**config.mk**
```make
export PLATFORM = sky130hd
export DESIGN_NAME = afps_sqrt_pipe
export DESIGN_NICKNAME = d
export VERILOG_FILES = /design/src/design/afps_sqrt_pipe.sv
export SDC_FILE = /design/constraint.sdc
export NUM_CORES = 2
export LEC_CHECK = 0
export BUFFER_PORTS_ARGS = -buffer_cell sky130_fd_sc_hd__buf_2
export CAP_MARGIN = 20
export CELL_PAD_IN_SITES_DETAIL_PLACEMENT = 1
export CELL_PAD_IN_SITES_GLOBAL_PLACEMENT = 1
export CORE_MARGIN = 2
export CORE_UTILIZATION = 40
export DETAILED_ROUTE_END_ITERATION = 10
export MAX_ROUTING_LAYER = met4
export PLACE_DENSITY = 0.67
export REMOVE_ABC_BUFFERS = 1
export SKIP_CTS_REPAIR_TIMING = 1
export SLEW_MARGIN = 20
export SYNTH_ARGS = -nofsm -noshare
export SYNTH_HDL_FRONTEND = slang
export SYNTH_MEMORY_MAX_BITS = 65536
export SYNTH_SLANG_ARGS = --single-unit
```
**constraint.sdc**
```tcl
create_clock -name aclk -period 4.5 [get_ports aclk]
set_input_delay 0.9 -clock aclk [delete_from_list [all_inputs] [get_ports aclk]]
set_output_delay 0.9 -clock aclk [all_outputs]
set_load 0.005 [all_outputs]
```
**src/design/afps_sqrt_pipe.sv**
```systemverilog
// Pipelined integer square root, one result bit per register stage.
// Carries a sideband vector alongside; no package dependency.
module afps_sqrt_pipe #(
    parameter int IN_W = 63,
    parameter int SIDE_W = 8,
    localparam int ROOT_W = (IN_W + 1) / 2
) (
    input  logic              aclk,
    input  logic              aresetn,
    input  logic              adv,
    input  logic              in_valid,
    input  logic [IN_W-1:0]   in_val,
    input  logic [SIDE_W-1:0] in_side,
    output logic              out_valid,
    output logic [ROOT_W-1:0] out_root,
    output logic [SIDE_W-1:0] out_side
);
    localparam int STEPS = ROOT_W;
    localparam int AW    = 2 * STEPS;

    logic [AW-1:0]     val_reg  [STEPS];
    logic [AW-1:0]     res_reg  [STEPS];
    logic [SIDE_W-1:0] side_reg [STEPS];
    logic              vld_reg  [STEPS];

    for (genvar g = 0; g < STEPS; g++) begin : g_step
        localparam int BITPOS = 2 * (STEPS - 1 - g);
        logic [AW-1:0]     val_in, res_in, val_next, res_next, sum;
        logic [SIDE_W-1:0] side_in;
        logic              vld_in;

        if (g == 0) begin : g_first
            assign val_in  = AW'(in_val);
            assign res_in  = '0;
            assign side_in = in_side;
            assign vld_in  = in_valid;
        end else begin : g_rest
            assign val_in  = val_reg[g-1];
            assign res_in  = res_reg[g-1];
            assign side_in = side_reg[g-1];
            assign vld_in  = vld_reg[g-1];
        end

        always_comb begin
            sum = res_in + (AW'(1) << BITPOS);
            if (val_in >= sum) begin
                val_next = val_in - sum;
                res_next = (res_in >> 1) + (AW'(1) << BITPOS);
            end else begin
                val_next = val_in;
                res_next = res_in >> 1;
            end
        end

        always_ff @(posedge aclk) begin
            if (!aresetn) begin
                vld_reg[g] <= 1'b0;
            end else if (adv) begin
                vld_reg[g] <= vld_in;
            end
        end

        always_ff @(posedge aclk) begin
            if (adv) begin
                val_reg[g]  <= val_next;
                res_reg[g]  <= res_next;
                side_reg[g] <= side_in;
            end
        end
    end

    assign out_valid = vld_reg[STEPS-1];
    assign out_root  = res_reg[STEPS-1][ROOT_W-1:0];
    assign out_side  = side_reg[STEPS-1];

endmodule

```
# --- Word level (Yosys, flattened, before mapping) ---
# Memory sizes are Yosys's and may differ from the RTL's.
# Index checks and enable logic that the tools add are counted.
op_classes:
  addsub: 94
  mul: 0
  div: 0
  order_cmp: 32
  n_shift: 0
  muxes: 101
  n_bitwise: 32
  n_eq_ne: 0
  n_reduce_logical: 0
op_table:
  columns: ["op", "count"]
  rows:
  - ["$mux 64", 63]
  - ["$ge 64x64->1", 31]
  - ["$sub 64x64->64", 31]
  - ["$add 63x1->64 const B", 1]
  - ["$add 63x11->64 const B", 1]
  - ["$add 63x13->64 const B", 1]
  - ["$add 63x15->64 const B", 1]
  - ["$add 63x17->64 const B", 1]
  - ["$add 63x19->64 const B", 1]
  - ["$add 63x21->64 const B", 1]
  - ["$add 63x23->64 const B", 1]
  - ["$add 63x25->64 const B", 1]
  - ["$add 63x27->64 const B", 1]
  - ["$add 63x29->64 const B", 1]
  - ["$add 63x3->64 const B", 1]
  - ["$add 63x31->64 const B", 1]
  - ["$add 63x33->64 const B", 1]
  - ["$add 63x35->64 const B", 1]
  - ["$add 63x37->64 const B", 1]
  - ["$add 63x39->64 const B", 1]
  - ["$add 63x41->64 const B", 1]
  - ["$add 63x43->64 const B", 1]
  - ["$add 63x45->64 const B", 1]
  - ["$add 63x47->64 const B", 1]
  - ["46 further kinds", 113]
word_totals:
  memories: 4
  register_bits: 0
  in_bits: 75
  mem_bits_ro: 0
  mem_bits_rw: 4384
  latchBits: 0
  elab_cells: 263
mem_list:
  columns: ["name", "depth", "width", "read_ports", "rd_clocked_by_memory_dff", "wr", "line_no", "text"]
  rows:
  - ["res_reg", 32, 64, 32, 0, 32, "22", "logic [AW-1:0] res_reg [STEPS];"]
  - ["val_reg", 32, 64, 31, 0, 32, "21", "logic [AW-1:0] val_reg [STEPS];"]
  - ["side_reg", 32, 8, 32, 0, 32, "23", "logic [SIDE_W-1:0] side_reg [STEPS];"]
  - ["vld_reg", 32, 1, 32, 0, 32, "24", "logic vld_reg [STEPS];"]

# --- Logic depth before layout (Yosys ltp) ---
depth:
  ltp_word: 4
  depth_mapped: 15

# --- Worst setup path after synthesis ---
# No wires, ideal clock.
synth_timing:
  path_kind: "register -> register"
  from: "mem val_reg[3][29] (netlist bit)"
  to: "mem val_reg[3][126] (netlist bit), data pin"
  slack_ns: 1.101
  path_stages_with_launch: 13
  t_arrival_ns: 3.131
  required_ns: 4.232
  period_less_slack_ns: 3.399
  setup_ns: 0.268
  cell_sequence: "edfxtp_1 > ha_1 > clkbuf_2 > and3_1 > nand2_1 > or4_1 > o21ai_1 > and4b_1 > or3_1 > buf_2 > or3_1 > a211oi_1 > xor2_1"
synth_lines:
  columns: ["item", "line_no"]
  rows:
  - ["start: declaration", "21"]

==> summary.txt <==
Synth
  • Most instantiated library cell after synthesis: edfxtp_1
  • Post-synth cell types: 98
  • Number of flops mapped to enable cells by yosys: 2799
  • Synth top area share: 64.7%
  • Commonest register cell after synthesis: edfxtp_1
  • Fraction of synthesis flops using an asynchronous set or reset pin: 0%
  • Register area share after synthesis: 64.7%
  • Synth warn: 0
  • Avg Cell Area, Syn: 13.0 sq um
  • Post-Synthesis Cells: 10000
  • Top post-synthesis cells by count: edfxtp_1 (2799), inv_1 (709), nand2_1 (621)
  • Synthesized area: 130000 sq um
  • Yosys top cell by area: edfxtp_1
  • Yosys reg bits: 2800
  • Main area contributors after synthesis: edfxtp_1 (65%), ha_1 (5.4%), xnor2_1 (3.2%), xor2_1 (2.7%), a21oi_1 (2.4%)

Global route
  • Initial antenna violation count: 6
  • Vias in the first global route: 86400
  • Pin count of the biggest net entering global routing: 166
  • Global route total overflow: 0
  • GRT Overall Usage: 22.1%
  • First-pass GRT wire length: 542 mm

Critical path
  • Crit. End Element: flip-flop
  • Slowest CP cell: or4b_2
  • RR Startpoint: val_reg[3][164]
  • Crit path from: val_reg[3][164]
  • Setup crit start kind: flip-flop
  • Critical Path AT: 5040 ps
  • Max incr delay on CP: 640 ps
  • Reg2reg setup slack: 90 ps
  • Critical Path Fanout Max: 9
  • Critical Path RT: 5130 ps
  • CP Class: flip-flop to flip-flop
  • Critical path, cell by cell: ha_1 > or4b_2 > nor3_1 > nand4_1 > and3_1 > nand2_1 > a211oi_4 > a211o_1 > or4_1 > xnor2_1

STA
  • Rel. slew slack: 9.92%
  • Hold Vio Cnt, Final: 0
  • Final worst path period need: 4410 ps
  • Setup TNS: 0 ps
  • Final setup vio count: 0
  • Worst slew pin tran: 1340 ps
  • Final max-slew violation count: 0
  • Fin crit share: 98.0%
  • Fmax: 227 MHz
  • Skew final: 82.4 ps

Placement
  • GPL Wtd Cong: 0.918
  • DP HPWL: 274 mm
  • Placed Cells incl. Taps: 14400
  • Port bufs: 115

Detailed routing
  • DRT iter0 DRCs: 4764
  • Final WL: 359 mm
  • Drt drc: 0
  • Vias/cell: 5.42
  • Vias: 81200
  • Post-route antenna net violation count: 0
  • Drt pass-1 iters: 6
  • WL/cell: 23.9 microns

Pwr
  • Power Density: 526 nW/um^2
  • Leakage Power: 54.5 nW
  • Maximum VDD drop: 0.000390 V

Clocking
  • CTS Sinks: 2800
  • Clock Tree Root: clkbuf_16
  • CTS tree: done
  • CTS buffer count: 308
  • Reg clk slew, reported paths: 60 ps
  • Clock Latency Late Sink: 950 ps
  • Clock Tree Buf Depth: 4
  • H-tree depth reported by CTS: 5

Die
  • I/O pin count: 116
  • Initial core utilization: 40.1%
  • Die Ht: 574 microns
  • Placeable Area: 324000 sq um
  • Num rows: 209
  • Die area: 329000 sq um
  • Die width: 574 microns

Layout
  • Max reg flops: 1984
  • Fill count: 33400
  • Fin nets: 11000
  • Layout cells sized above 1: 8.82%
  • Final std cells w/o fill: 15000
  • P&R area growth vs syn: 13.4%

Job
  • MaxCap Viol Count: 0

Min path
  • Hold Crit Start: in_val[29]
  • Hold Path Class: input port to flip-flop

Outcome
  • Outcome: finished, final reports clean
==> power by group <==
| group | internal [W] | total, W | switching, W |
|---|---|---|---|
| clock network | 0.0151 | 0.0257 | 0.0106 |
| logic | 0.00635 | 0.0160 | 0.00968 |
| registers | 0.0329 | 0.0358 | 0.00285 |
==> path summary, 6_finish.rpt <==
kind,to,cells past startpoint
max,val_reg[3][247],10
min,val_reg[0][29],1
max reg2reg,val_reg[3][247],10
min reg2reg,val_reg[1][104],0
==> cells in the final DEF (no fill, tap or decap), drive strengths merged, types with 61 or more instances in the layout <==
master	Yosys	final
o21ai	496	496
o21bai	61	61
xnor2	474	474
or3	127	127
or4	74	74
nor4	338	338
buf	44	314
a21o	219	219
edfxtp	2799	2799
o21a	101	101
and3	62	62
nand3	158	158
nand2b	103	103
nand4	169	169
xor2	404	404
nand2	622	622
inv	711	726
nor2	576	576
ha	556	556
clkinv	0	134
a21oi	617	617
nor2b	80	80
clkbuf	173	359
a211oi	62	62
mux2	73	73
nor3	265	265
==> critical path, delay by kind of cell (launching register included) <==
kind	cells	cell delay [ps]
adder cells (fa/ha/maj)	1	450
AND/OR/NAND/NOR	6	2590
AO/OA/AOI/OAI	2	540
XOR/XNOR	1	160
flip-flops	1	420
==> final cells by class <==
cell class	count	area [sq um]	share of cell area, %
well taps	4325	5410	3.67
inverters	711	2670	1.81
multi-input cells	6277	42400	28.8
diodes	11	27.5	0.0187
repair buffers	314	2460	1.67
clock inverters	200	2260	1.54
flip-flops and latches	2800	84100	57.1
clock buffers	359	8010	5.43
==> routing by layer <==
metal	part of all wire [%]	GRT usage, %	wire length, microns
met2	54	41.3	195000
met3	2.8	2.13	10000
met1	38	23.7	137000
met5	0	-	0
met4	4.7	9.12	17000
==> metrics by stage <==
stage | utilization [%] | area (sq um) | worst slack [ps] | total power, W | hold slack [ps]
5_1_grt | 45.5 | 147000 | -10.5 | 0.0810 | 84.7
3_5_place_dp | 42.3 | 137000 | -279 | 0.0523 | 405
4_1_cts | 45.5 | 147000 | -278 | 0.0782 | 38.2
3_3_place_gp | 42.3 | 137000 | -219 | 0.0519 | 401
6_report | 45.5 | 147000 | 88.6 | 0.0775 | 118
2_1_floorplan | - | 129000 | -272 | 0.0455 | 400
==> cell families (layout without fill, tap and decap cells) <==
logic type      after synthesis  count (layout)  share of synthesized area (%)
compound gates             1911            1911                           9.13
xor+xnor                    878             878                           5.92
fa+ha+maj                   556             556                           5.35
buf+inv                     928            1584                           2.72
flops                      2800            2800                           64.7
mux                          83              83                          0.710
other cells                   1              13                        0.00289
simple gates               2847            2847                           11.5
(Power assumes the default switching activity.)
